**src/sv/lcs_ram.sv**
```systemverilog
// Generic single-write, single-read RAM with registered read data.
`default_nettype none
module lcs_ram #(
  parameter int WIDTH = 64,
  parameter int DEPTH = 64
) (
  input  wire logic                     clk,
  input  wire logic                     wr_en,
  input  wire logic [$clog2(DEPTH)-1:0] wr_addr,
  input  wire logic [WIDTH-1:0]         wr_data,
  input  wire logic [$clog2(DEPTH)-1:0] rd_addr,
  output logic      [WIDTH-1:0]         rd_data
);

  logic [WIDTH-1:0] mem [DEPTH];

  always_ff @(posedge clk) begin
    if (wr_en) begin
      mem[wr_addr] <= wr_data;
    end
    rd_data <= mem[rd_addr];
  end

endmodule
`default_nettype wire

```
**config.mk**
```make
export PLATFORM = sky130hd
export DESIGN_NAME = lcs_ram
export DESIGN_NICKNAME = d
export VERILOG_FILES = /design/src/sv/lcs_ram.sv
export SDC_FILE = /design/constraint.sdc
export NUM_CORES = 2
export LEC_CHECK = 0
export BUFFER_PORTS_ARGS = -buffer_cell sky130_fd_sc_hd__buf_2
export CAP_MARGIN = 20
export CORE_MARGIN = 3
export CORE_UTILIZATION = 31
export DETAILED_ROUTE_END_ITERATION = 8
export PLACE_DENSITY = 0.43
export SLEW_MARGIN = 20
export SYNTH_ARGS = -nofsm -noshare
export SYNTH_HDL_FRONTEND = slang
export SYNTH_SLANG_ARGS = --single-unit
```
**constraint.sdc**
```tcl
create_clock -name clk -period 16.6 [get_ports clk]
set_clock_uncertainty 0.15 [all_clocks]
set_input_delay 1.66 -clock clk [delete_from_list [all_inputs] [get_ports clk]]
set_output_delay 1.66 -clock clk [all_outputs]
set_load 0.05 [all_outputs]
```
==> results.md <==
- Via count: 75200
- Antenna violations before repair: 62
- CP startpoint kind: primary input
- Sw Share: 0.219
- Total power: 22.6 mW
- Sw Pwr: 4.95 mW
- Worst-Margin Slew: 1.41 ns
- Max Cap Viol: 0
- Worst R2R Path Depth: 5
- DRT iter0 DRCs: 8042
- CP Capture Type: register
- Comb power frac: 0.048
- First-pass GRT wire length: 691 mm
- Slew headroom: 0.0577
- Initial Utilization: 0.311
- Via-per-instance ratio: 5.31
- Nets: 7135
- Root Driver: clkbuf_16
- Endpoints failing hold: 0
- R2r setup slk: 14.25 ns
- Largest net degree at the start of global routing: 113
- Netlist cell types: 33
- Clk pin slew, worst setup/hold paths: 0.06 ns
- DR pass1 iterations: 6
- Pleak: 55.6 nW
- Final setup fails: 0
- GRT Total Usage: 0.196
- Detailed Route WL: 508 mm
- RR Endpoint: rd_data[3]
- Synth Instances: 6598
- Clock Power Share: 0.434
- CTS Hold Bufs: 0
- Share of cells above drive strength 1: 0.286
- # IOs: 142
- Status: complete, no violations
- Max Freq: 0.173 GHz
- Worst reg2reg startpoint: mem[43][3]
- Synth Flop Type: edfxtp_1
- Slew Limit Fails: 0
- WS Path Type: primary input to register
- Asr flop ratio synth: 0
- Rows: 260
- Final period utilization: 0.348
- Hold Slack: 0.695 ns
- Area grow syn2layout: 15.8%
- Clock Path Buffers: 4
- Antenna-violating nets left: 0
- EDFF count, synth: 4096
- Remaining global-route overflow: 0
- Syn_area_per_cell: 23.7 um2
- RSZ-0062 raised after global routing: no
- Most common cell after layout, fill and taps aside: edfxtp_1
- Clock Sink Count: 4160
- GPL Wtd Cong: 0.728
- DRC viols: 0
- Post-Syn Area: 156000 um2
- Setup TNS: 0 ns
- Sequential Power Share: 0.517
- Core area: 502000 um2
- HP Class: register to register
- DP HPWL: 268 mm
- Die ar.: 513000 um2
- Die H: 716 um
- CTS Buf Count: 454
- Cell Int Power: 17.7 mW
- Peak VDD IR: 0.0940 mV
- Pwr dens: 125 nW/um2
- Vias in the first global route: 78200
- Clock Latency Late Sink: 0.99 ns
- Critical Path Fanout Max: 106
- Port buffer count: 141
- Commonest cells after routing, fill and taps aside: edfxtp_1 (4096), mux4_2 (1024), clkbuf_16 (461)
- Worst path arrival time: 6.44 ns
- Wirelength per Cell: 35.9 um
- CTS tree: built
- Post-Syn Nets: 6676
- H-Tree Depth: 5
- Seq/Total Area, Yosys: 0.795
- Fin crit period: 5.77 ns
- Post-CTS setup buffers: 0
- Die width: 716 um
- Crit path launch: rd_addr[1]
- Yosys reg bits: 4160
- Worst EP required: 17.26 ns
- Post-CTS sizing: 0
- Setup crit end: rd_data[40]
- Synth warn: 0
==> synthesized netlist by cell type (all sizes together) (26+ instances only) <==
cell / number / area share
edfxtp: 4096 / 0.79
mux4: 1024 / 0.15
buf: 230 / 0.0080
a22oi: 168 / 0.0081
clkbuf: 140 / 0.0034
mux2i: 135 / 0.0086
nor2: 112 / 0.0027
a22o: 88 / 0.0049
o22ai: 83 / 0.0033
and3: 64 / 0.0026
dfxtp: 64 / 0.0082
a211oi: 63 / 0.0030
nand2: 58 / 0.0014
nand3: 45 / 0.0014
o221ai: 38 / 0.0021
or3: 29 / 0.0012
nor2b: 28 / 0.0011
or2: 28 / 0.0011
a41oi: 26 / 0.0015
==> critical path: stages <==
cell and delay (ns):
buf_8 0.37, buf_12 0.57, buf_4 0.75, buf_4 0.62, buf_4 0.76, mux4_2 0.58, or3_1 0.32, a41oi_1 0.30
a211oi_1 0.08
==> state kept, by name (all words and copies together), names as in the netlist <==
signal	cells
rd_data	64
mem	4096
==> per-stage QoR <==
stage	area [um2]	std cells	setup WS, ns	utilization
3_3_place_gp	166000	13300	9.69	0.331
3_5_place_dp	166000	13300	9.66	0.332
4_1_cts	181000	14100	10.77	0.360
2_1_floorplan	156000	6598	9.35	-
6_report	181000	14200	10.83	0.361
5_1_grt	181000	14100	10.64	0.361
==> kinds of logic (layout without fill, tap and decap cells) <==
group | count (synthesis) | in the layout | synth area share
DFF | 4160 | 4160 | 0.795
muxes | 1159 | 1159 | 0.156
AOI/OAI and AO/OA | 504 | 504 | 0.0248
buffers and inverters | 389 | 1245 | 0.0118
and+or+nand+nor | 386 | 386 | 0.0124
other | 0 | 27 | 0
==> per-layer routing <==
layer | GRT usage | wire length (um)
met1 | 0.273 | 221000
met2 | 0.329 | 251000
met3 | 0.0253 | 25600
met4 | 0.0430 | 10900
met5 | 0 | 51
==> layout make-up <==
type | instances | area, um2
sequential | 4160 | 124000
timing repair buffer | 373 | 3100
clock inverter | 229 | 2030
antenna | 27 | 67.6
fill | 45800 | 321000
tap | 6681 | 8360
clock buffer | 624 | 12400
inverter | 19 | 71.3
multi-input combinational | 2049 | 30800
==> power groups by stage <==
stage | clock network, mW | registers, mW | logic (mW)
floorplan | 0 | 12.0 | 0.542
detailed placement | 0 | 11.9 | 1.11
finish | 9.83 | 11.7 | 1.10
CTS | 10.1 | 11.7 | 1.12
global placement | 0 | 11.9 | 1.10
global route | 10.5 | 11.7 | 1.17
==> worst min-delay path by stage <==
stage	cells after the start	endpoint	slack, ns	startpoint
floorplan	4	rd_data[61]	0.64	mem[30][61]
global placement	4	rd_data[10]	0.68	mem[52][10]
detailed placement	4	rd_data[28]	0.70	mem[46][28]
CTS	4	rd_data[28]	0.71	mem[46][28]
global route	4	rd_data[28]	0.74	mem[46][28]
finish	4	rd_data[28]	0.69	mem[46][28]
No activity file was read; power rests on OpenSTA's default activity.
