`config.mk`:
```
export PLATFORM = sky130hd
export DESIGN_NAME = lcs_cell
export DESIGN_NICKNAME = d
export VERILOG_FILES = /design/src/sv/lcs_pkg.sv /design/src/sv/lcs_cell.sv
export SDC_FILE = /design/constraint.sdc
export NUM_CORES = 1
export LEC_CHECK = 0
export ABC_AREA = 1
export BUFFER_PORTS_ARGS = -buffer_cell sky130_fd_sc_hd__buf_2
export CORE_AREA = 2 2 39 41
export DETAILED_ROUTE_END_ITERATION = 6
export DIE_AREA = 0 0 41 43
export PLACE_DENSITY_LB_ADDON = 0.12
export SLEW_MARGIN = 25
export SYNTH_ARGS = -nofsm -noshare
export SYNTH_HDL_FRONTEND = slang
export SYNTH_SLANG_ARGS = --single-unit
```
`constraint.sdc`:
```
create_clock -name clk -period 4 [get_ports clk]
set_input_delay 0.4 -clock clk [delete_from_list [all_inputs] [get_ports clk]]
set_output_delay 0.4 -clock clk [all_outputs]
set_load 0.05 [all_outputs]
```
`src/sv/lcs_pkg.sv`:
```
// Shared types and constants of the life automaton stepper.
`default_nettype none
package lcs_pkg;

  localparam int CfgW = 7;

  localparam logic [1:0] MODE_WRITE = 2'd0;
  localparam logic [1:0] MODE_READ  = 2'd1;
  localparam logic [1:0] MODE_STEP  = 2'd2;

  localparam logic REG_WIDTH  = 1'b0;
  localparam logic REG_HEIGHT = 1'b1;

  localparam logic [3:0] SURVIVE_LO = 4'd2;
  localparam logic [3:0] BIRTH_CNT  = 4'd3;

  typedef struct packed {
    logic [1:0] mode;
    logic [5:0] col;
    logic [5:0] row;
    logic       alive_in;
  } in_item_t;

  typedef struct packed {
    logic alive_out;
    logic out_of_range;
  } out_item_t;

  typedef struct packed {
    logic            addr;
    logic [CfgW-1:0] wdata;
  } cfg_item_t;

  typedef struct packed {
    logic clear;
    logic shift;
  } cell_ctl_t;

  // Masked column slice of one cell: above, current and below row.
  typedef logic [2:0] nbr_t;

endpackage
`default_nettype wire

```
`src/sv/lcs_cell.sv`:
```
// One column cell: holds the above and current rows of a three-row window and computes the next cell value.
`default_nettype none
module lcs_cell (
  input  wire logic              clk,
  input  wire lcs_pkg::cell_ctl_t ctl,
  input  wire logic              active,
  input  wire logic              below_raw,
  input  wire lcs_pkg::nbr_t     left_nb,
  input  wire lcs_pkg::nbr_t     right_nb,
  output lcs_pkg::nbr_t          own_nb,
  output logic                   next_bit
);

  logic       above_r;
  logic       above_nxt;
  logic       cur_r;
  logic       cur_nxt;
  logic       cur_m;
  logic [3:0] count;
  logic       alive;

  always_comb begin
    above_nxt = above_r;
    cur_nxt   = cur_r;
    priority if (ctl.clear) begin
      above_nxt = 1'b0;
      cur_nxt   = 1'b0;
    end else if (ctl.shift) begin
      above_nxt = cur_r;
      cur_nxt   = below_raw;
    end
  end

  always_ff @(posedge clk) begin
    above_r <= above_nxt;
    cur_r   <= cur_nxt;
  end

  assign cur_m  = cur_r & active;
  assign own_nb = {above_r & active, cur_m, below_raw & active};

  assign count = {3'b0, left_nb[0]} + {3'b0, left_nb[1]} + {3'b0, left_nb[2]}
               + {3'b0, right_nb[0]} + {3'b0, right_nb[1]} + {3'b0, right_nb[2]}
               + {3'b0, own_nb[0]} + {3'b0, own_nb[2]};

  assign alive = cur_m ? ((count == lcs_pkg::SURVIVE_LO) || (count == lcs_pkg::BIRTH_CNT))
                       : (count == lcs_pkg::BIRTH_CNT);

  // Cells right of the active width keep their old contents.
  assign next_bit = active ? alive : cur_r;

endmodule
`default_nettype wire
```
==> results of run 1 <==
flip-flops by register name, indices dropped and copies added (netlist names):
signal,flops
above_r,1
cur_r,1
cell type report:
type	count	area [um2]	share of cell area, %
inverter	14	52.6	13.0
sequential	2	40.0	9.91
tap	16	20.0	4.95
multi-input combinational	27	199	49.2
timing repair buffer	14	70.1	17.3
clock buffer	3	22.5	5.57
through the flow:
stage | power (mW) | setup slack [ns] | utilization, %
final | 0.128 | 0.364 | 29.2
after detailed placement | 0.0851 | 0.344 | 27.6
after floorplan | 0.0701 | 0.473 | -
after CTS | 0.132 | 0.344 | 29.2
after global placement | 0.0853 | 0.347 | 27.6
after global routing | 0.144 | 0.238 | 29.2
worst max path at each step:
stage	to	slack, ns
3_5_place_dp	next_bit	0.34
5_1_grt	next_bit	0.24
6_report	next_bit	0.36
3_3_place_gp	next_bit	0.35
4_1_cts	next_bit	0.34
2_1_floorplan	next_bit	0.47
cell usage in the layout (no fill, tap or decap):
cell / count
inv_1: 14
nand2_1: 14
buf_2: 14
fa_1: 4
ha_1: 3
clkbuf_4: 3
nor2_1: 2
a21oi_1: 2
dfxtp_1: 2
or2_1: 1
o21ai_1: 1
per-layer routing:
layer | vias up | wire length (um) | track usage, %
li1 | 155 | - | -
met1 | 106 | 288 | 11.8
met2 | 11 | 218 | 9.69
met3 | 0 | 40 | 3.14
met4 | 0 | 0 | 2.00
met5 | - | 0 | 0
critical path, stage by stage:
cell and delay [ns]:
buf_2 0.07, inv_1 0.04, fa_1 0.55, fa_1 0.43, fa_1 0.49, inv_1 0.04, ha_1 0.20, fa_1 0.37
or2_1 0.23, nand2_1 0.07, nand2_1 0.05, nand2_1 0.05, buf_2 0.25
power groups by stage:
stage,clock [mW],combinational (mW),sequential [mW]
3_3_place_gp,0,0.0631,0.0222
5_1_grt,0.0484,0.0735,0.0220
3_5_place_dp,0,0.0629,0.0222
4_1_cts,0.0465,0.0637,0.0219
6_report,0.0439,0.0619,0.0219
2_1_floorplan,0,0.0483,0.0218
cells by family (layout without fill, tap and decap cells):
| kind of cell | Yosys count | count (layout) | share of synthesized area (%) |
|---|---|---|---|
| compound gates | 3 | 3 | 5.02 |
| buf+inv | 15 | 31 | 20.1 |
| flops | 2 | 2 | 13.4 |
| simple gates | 17 | 17 | 22.2 |
| fa+ha+maj | 7 | 7 | 39.3 |
==> reports/qor.yml, run 1 <==
hold_slack_ns: 0.347
post-cts-setup-buffers: 0
arrival_ns: 3.24
max_cap_viol_count: 0
p_seq_share_pct: 17.1
synth_top_area_share_pct: 26.8
dpl.hpwl_um: 499
post_cts_resized: 0
setup_viol: 0
yosysSeqAreaShare_pct: 13.4
start_util_pct: 21.6
dieArea_um2: 1760
drv_slew: 0
status: "finished, final reports clean"
grt_pass1_vias: 241
peakVddDrop_mv: 0.176
yosys_warnings: 0
io_pins: 15
clock_latency_ns: 0.22
start_kind: "input port"
skew_ns: 0.00325
grt_max_degree: 6
htreeDepth: 1
crit_start: "left_nb[0]"
dpl_cell_area_um2: 382
min_delay_worst_endpoint: "above_r"
r2r_end: "cur_r"
combPwrFrac_pct: 48.5
antenna_cells: 0
hold_viol: 0
gr-total-overflow: 0
min_period_over_period_pct: 90.9
layoutNonFillerInstCount: 76
worstHoldStart: "ctl[1]"
antenna_found_initial: 0
synth_seq_cells: 2
drive_gt1_share_pct: 28.3
crit_type: "in -> out"
grt_setup_unrepaired: "false"
grt_usage_pct: 7.67
clkSinkCount: 2
n_fill_cell: 150
place_inst: 73
syn2layout_area_growth_pct: 35.1
portBuffers: 14
drtIter0Drc: 0
intPower_mw: 0.0785
synth_area_um2: 299
hold_class: "in -> reg"
num_vias: 272
path_clk_slew_ns: 0.03
r2r_cells: 2
leakagePower_nw: 0.267
final_area_um2: 404
core-area_um2: 1380
async_reset_ff_share_pct: 0
cts_tree: "yes"
num_rows: 14
worst_pin_slew_ns: 0.250
syn_area_per_cell_um2: 6.80
routed_via_density: 3.58
postCtsHoldBufs: 0
setup.worst_path.end_class: "primary output"
r2r-start: "cur_r"
power_frac_clock_pct: 34.4
p_sw_share_pct: 38.5
ys.flop_type: "dfxtp_1"
period_minus_slack_ns: 3.64
critPathRequiredTime_ns: 3.60
ant_nets: 0
cts_buffer_depth: 2
routedWlPerCell_um: 7.20
root_buffer: "clkbuf_4"
dieHeight_um: 43
grt_pass1_wl_um: 924
synth_edf_count: 0
numCtsBuffers: 3
p_sw_mw: 0.0492
max_slew_margin_pct: 83.5
synth_common_cells: "inv_1, nand2_1, fa_1"
die_w_um: 41
route.detailed.drc: 0
synth_cells: 44
gp_congestion: 0.569
ys_top_cells_by_area: "fa_1, inv_1, nand2_1, dfxtp_1, ha_1"
timing.fmax_mhz: 275
routed_wl_um: 547
hold_path_depth: 2
yosysTopAreaCell: "fa_1"
tns_ns: 0
syn_nets: 62
path_max_fanout: 2
drt_pass1_iterations: 1
power_density_nw_per_um2: 316
synth_cell_types: 10
rrSetupSlack_ns: 3.34
fin_nets: 80
Note: power is estimated with default switching activity, not from simulation.
==> run 2, diff against run 1 <==
--- a/config.mk
+++ b/config.mk
@@ -11,6 +11,7 @@
 export DETAILED_ROUTE_END_ITERATION = 6
 export DIE_AREA = 0 0 41 43
 export PLACE_DENSITY_LB_ADDON = 0.12
+export RECOVER_POWER = 50
 export SLEW_MARGIN = 25
 export SYNTH_ARGS = -nofsm -noshare
 export SYNTH_HDL_FRONTEND = slang
==> reports/qor.yml, run 2 (synthesized netlist as in run 1, its figures left out) <==
cts_tree: "yes"
gr-total-overflow: 0  # unchanged
antenna_cells: 0  # unchanged
max_slew_margin_pct: 60.7  # -23 points
grt_pass1_vias: 241  # unchanged
routed_wl_um: 545  # -0.37%
io_pins: 15  # unchanged
crit_family: "adder cells"
grt_usage_pct: 7.67  # unchanged
drive_gt1_share_pct: 26.7  # -1.7 points
crit_type: "in -> out"
skew_ns: 0.00325  # unchanged
period_minus_slack_ns: 3.64  # unchanged
min_period_over_period_pct: 90.9  # unchanged
ant_nets: 0  # unchanged
crit_chain: "buf_2, inv_1, fa_1, fa_1, fa_1, inv_1, ha_1, fa_1, or2_1, nand2_1, nand2_1, nand2_1, buf_2"
numCtsBuffers: 3  # unchanged
syn2layout_area_growth_pct: 34.7
path_max_fanout: 2  # unchanged
num_vias: 272  # unchanged
met1Wirelength_um: 286  # -0.69%
setup.worst_path.end_class: "primary output"
dpl.hpwl_um: 499  # unchanged
grt_setup_unrepaired: "false"
start_kind: "input port"
routed_via_density: 3.58  # unchanged
post-cts-setup-buffers: 0  # unchanged
core-area_um2: 1380  # unchanged
leakagePower_nw: 0.264  # -1.3%
portBuffers: 14  # unchanged
grt_pass1_wl_um: 924  # unchanged
max_cap_viol_count: 0  # unchanged
timing.fmax_mhz: 275  # unchanged
htreeDepth: 1  # unchanged
fin_nets: 80  # unchanged
hold_viol: 0  # unchanged
drv_slew: 0  # unchanged
start_util_pct: 21.6  # unchanged
worst_pin_slew_ns: 0.593  # +0.343 ns
slowest_stage: "fa_1"
dieArea_um2: 1760  # unchanged
critPathMaxStageDelay_ns: 0.55  # about the same
largestRegisters: "above_r x1, cur_r x1"
cp_common_cell: "fa_1"
die_w_um: 41  # unchanged
critPathRequiredTime_ns: 3.60  # about the same
clkSinkCount: 2  # unchanged
p_total_mw: 0.128  # -0.12%
antenna_found_initial: 0  # unchanged
path_clk_slew_ns: 0.03  # about the same
clock_latency_ns: 0.22  # about the same
drt_pass1_iterations: 1  # unchanged
combPwrFrac_pct: 48.4  # about the same
path_buf_inv: 4  # unchanged
top_layer_used: "met3"
peakVddDrop_mv: 0.176  # unchanged
postCtsHoldBufs: 0  # unchanged
grt_max_degree: 6  # unchanged
post_cts_resized: 0  # unchanged
setup_viol: 0  # unchanged
layout_common_cells: "inv_1, nand2_1, buf_2"
n_fill_cell: 150  # unchanged
dr_wl_met2_um: 218  # unchanged
arrival_ns: 3.24  # about the same
num_rows: 14  # unchanged
p_seq_share_pct: 17.2  # about the same
p_sw_mw: 0.0492  # about the same
cts_buffer_depth: 2  # unchanged
power_frac_clock_pct: 34.4  # about the same
root_buffer: "clkbuf_4"
tns_ns: 0  # unchanged
p_sw_share_pct: 38.5  # +0.049 points
status: "finished, final reports clean"
dieHeight_um: 43  # unchanged
drtIter0Drc: 0  # unchanged
power_density_nw_per_um2: 317  # +0.19%
route.detailed.drc: 0  # unchanged
gp_congestion: 0.569  # unchanged
intPower_mw: 0.0784  # -0.20%
wl_met3_um: 40  # unchanged
routedWlPerCell_um: 7.17  # -0.37%
hold_class: "in -> reg"
run 2: final cells by class:
type | count | area, um2 | share of cell area [%]
multi-input combinational | 27 | 199 | 49.4
timing repair buffer | 14 | 68.8 | 17.1
inverter | 14 | 52.6 | 13.0
sequential | 2 | 40.0 | 9.94
clock buffer | 3 | 22.5 | 5.59
tap | 16 | 20.0 | 4.97
run 2: worst paths after layout:
check                  start       end  slack, ns  depth (start not counted)
setup / recovery  left_nb[0]  next_bit       0.36                         13
hold / removal        ctl[1]   above_r       0.35                          2
setup reg to reg       cur_r     cur_r       3.34                          2
hold reg to reg      above_r   above_r       0.46                          2
run 2: metrics by stage:
stage	hold slack (ns)	cells	setup WS, ns	instance area, um2	util [%]
finish	0.347	76	0.364	403	29.1
global route	0.356	76	0.238	403	29.1
CTS	0.340	76	0.344	404	29.2
detailed placement	0.459	73	0.344	382	27.6
global placement	0.457	73	0.347	382	27.6
floorplan	0.433	44	0.473	299	-
run 2: routing by layer:
metal  global-route usage (%)  vias to the layer above
li1                         -                      155
met1                     11.8                      106
met2                     9.69                       11
met3                     3.14                        0
met4                     2.00                        0
met5                        0                        -
run 2: power groups by stage:
stage / logic (mW) / registers [mW] / clock network [mW]
after global placement: 0.0631 / 0.0222 / 0
final: 0.0618 / 0.0219 / 0.0439
after CTS: 0.0637 / 0.0219 / 0.0465
after detailed placement: 0.0629 / 0.0222 / 0
after global routing: 0.0734 / 0.0220 / 0.0484
after floorplan: 0.0483 / 0.0218 / 0
run 2: worst register-to-register path, stage by stage (launching register included):
cell	delay, ns
dfxtp_1	0.39
nand2_1	0.08
a21oi_1	0.12
==> run 3, diff against run 2 <==
--- a/config.mk
+++ b/config.mk
@@ -8,6 +8,7 @@
 export ABC_AREA = 1
 export BUFFER_PORTS_ARGS = -buffer_cell sky130_fd_sc_hd__buf_2
 export CORE_AREA = 2 2 39 41
+export CTS_BUF_LIST = sky130_fd_sc_hd__clkbuf_8
 export DETAILED_ROUTE_END_ITERATION = 6
 export DIE_AREA = 0 0 41 43
 export PLACE_DENSITY_LB_ADDON = 0.12
==> reports/qor.yml, run 3 (synthesized netlist as in run 1, its figures left out) <==
seq_area_um2: 40.0  # unchanged
crit_type: "in -> out"
die_w_um: 41  # unchanged
routed_wl_um: 547  # +0.37%
hold_path_depth: 2  # unchanged
routedWlPerCell_um: 7.20  # +0.37%
clkSinkCount: 2  # unchanged
start_kind: "input port"
top_usage_layer: "met1"
setup_viol: 0  # unchanged
p_seq_share_pct: 13.7  # -3.5 points
clock_latency_ns: 0.21  # about the same
numCtsBuffers: 3  # unchanged
peakVddDrop_mv: 0.263  # +50%
max_cap_viol_count: 0  # unchanged
gr-total-overflow: 0  # unchanged
power_frac_clock_pct: 47.9  # +14 points
arrival_ns: 3.24  # about the same
syn2layout_area_growth_pct: 41.0
fin_nets: 80  # unchanged
io_pins: 15  # unchanged
drv_slew: 0  # unchanged
hold_slack_ns: 0.363  # +0.0163 ns
portBuffers: 14  # unchanged
drtIter0Drc: 1  # +1
multiInputGateArea_um2: 199  # unchanged
grt_pass1_vias: 239  # -0.83%
setup.worst_path.end_class: "primary output"
ant_nets: 0  # unchanged
antenna_cells: 0  # unchanged
num_rows: 14  # unchanged
antenna_found_initial: 0  # unchanged
max_slew_margin_pct: 60.7  # unchanged
period_minus_slack_ns: 3.64  # unchanged
root_buffer: "clkbuf_8"
start_util_pct: 21.6  # unchanged
num_vias: 271  # -0.37%
leakagePower_nw: 0.271  # +2.9%
worst_slack_ns: 0.364  # unchanged
path_clk_slew_ns: 0.03  # about the same
drt_pass1_iterations: 2  # +1
use_met1_pct: 11.4  # -0.33 points
grt_pass1_wl_um: 903  # -2.3%
post_cts_resized: 0  # unchanged
p_sw_share_pct: 32.2  # -6.3 points
postCtsHoldBufs: 0  # unchanged
critPathRequiredTime_ns: 3.60  # about the same
met3_usage_pct: 3.14  # unchanged
cts_tree: "yes"
layout_common_cells: "inv_1, nand2_1, buf_2"
status: "finished, final reports clean"
grt_usage_pct: 7.57  # -0.10 points
gp_congestion: 0.569  # unchanged
n_fill_cell: 150  # unchanged
grt_setup_unrepaired: "false"
core-area_um2: 1380  # unchanged
hold_class: "in -> reg"
intPower_mw: 0.109  # +39%
hold_viol: 0  # unchanged
tns_ns: 0  # unchanged
route.detailed.drc: 0  # unchanged
htreeDepth: 1  # unchanged
p_sw_mw: 0.0517  # +5.2%
post-cts-setup-buffers: 0  # unchanged
routed_via_density: 3.57  # -0.37%
final_core_util_pct: 30.5  # +1.4 points
path_max_fanout: 2  # unchanged
dieHeight_um: 43  # unchanged
grt_max_degree: 6  # unchanged
r2r_cells: 2  # unchanged
cts_buffer_depth: 2  # unchanged
power_density_nw_per_um2: 381  # +20%
min_period_over_period_pct: 90.9  # unchanged
dpl.hpwl_um: 499  # unchanged
combPwrFrac_pct: 38.5  # -9.9 points
skew_ns: 0.00232  # -0.000926 ns
largestRegisters: "above_r x1, cur_r x1"
grtUsageMet2_pct: 9.69  # unchanged
drive_gt1_share_pct: 26.7  # unchanged
dp_slack_ns: 0.344  # unchanged
dieArea_um2: 1760  # unchanged
timing.fmax_mhz: 275  # unchanged
worst_pin_slew_ns: 0.593  # unchanged
-- run 3: cell counts in the layout (fill, tap and decap cells not counted) --
No cell type changed its count.
-- run 3: per-layer routing --
metal,part of all wire [%],vias to the layer above,wire [um]
met5,0,-,0
met1,52,105,285
met4,0,0,0
met2,40,11,220
met3,7.3,0,40
li1,-,155,-
-- run 3: final timing paths --
path	slack, ns	endpoint	startpoint
max	0.36	next_bit	left_nb[0]
min	0.36	above_r	ctl[1]
min reg2reg	0.45	above_r	above_r
max reg2reg	3.34	cur_r	cur_r
-- run 3: power by group through the flow --
stage               Sequential [mW]  Clock, mW  Combinational [mW]
floorplan                    0.0218          0              0.0483
global placement             0.0222          0              0.0631
finish                       0.0219     0.0768              0.0618
detailed placement           0.0222          0              0.0629
CTS                          0.0220     0.0801              0.0637
global route                 0.0220     0.0812              0.0734
-- run 3: cell type report --
class                           instances  share of cell area [%]
Multi-Input combinational cell         27                    47.2
Clock buffer                            3                    9.79
Tap cell                               16                    4.75
Sequential cell                         2                    9.50
Timing Repair Buffer                   14                    16.3
Inverter                               14                    12.5
-- run 3: through the flow --
stage          cell area [um2]  power (mW)  instances
5_1_grt                    422       0.177         76
4_1_cts                    423       0.166         76
2_1_floorplan              299      0.0701         44
6_report                   422       0.160         76
3_5_place_dp               382      0.0851         73
3_3_place_gp               382      0.0853         73
-- run 3: worst max-delay path, cell delays in order --
cell and delay (ns):
buf_2 0.07, inv_1 0.04, fa_1 0.55, fa_1 0.43
fa_1 0.49, inv_1 0.04, ha_1 0.20, fa_1 0.37
or2_1 0.23, nand2_1 0.07, nand2_1 0.05, nand2_1 0.05
buf_2 0.25
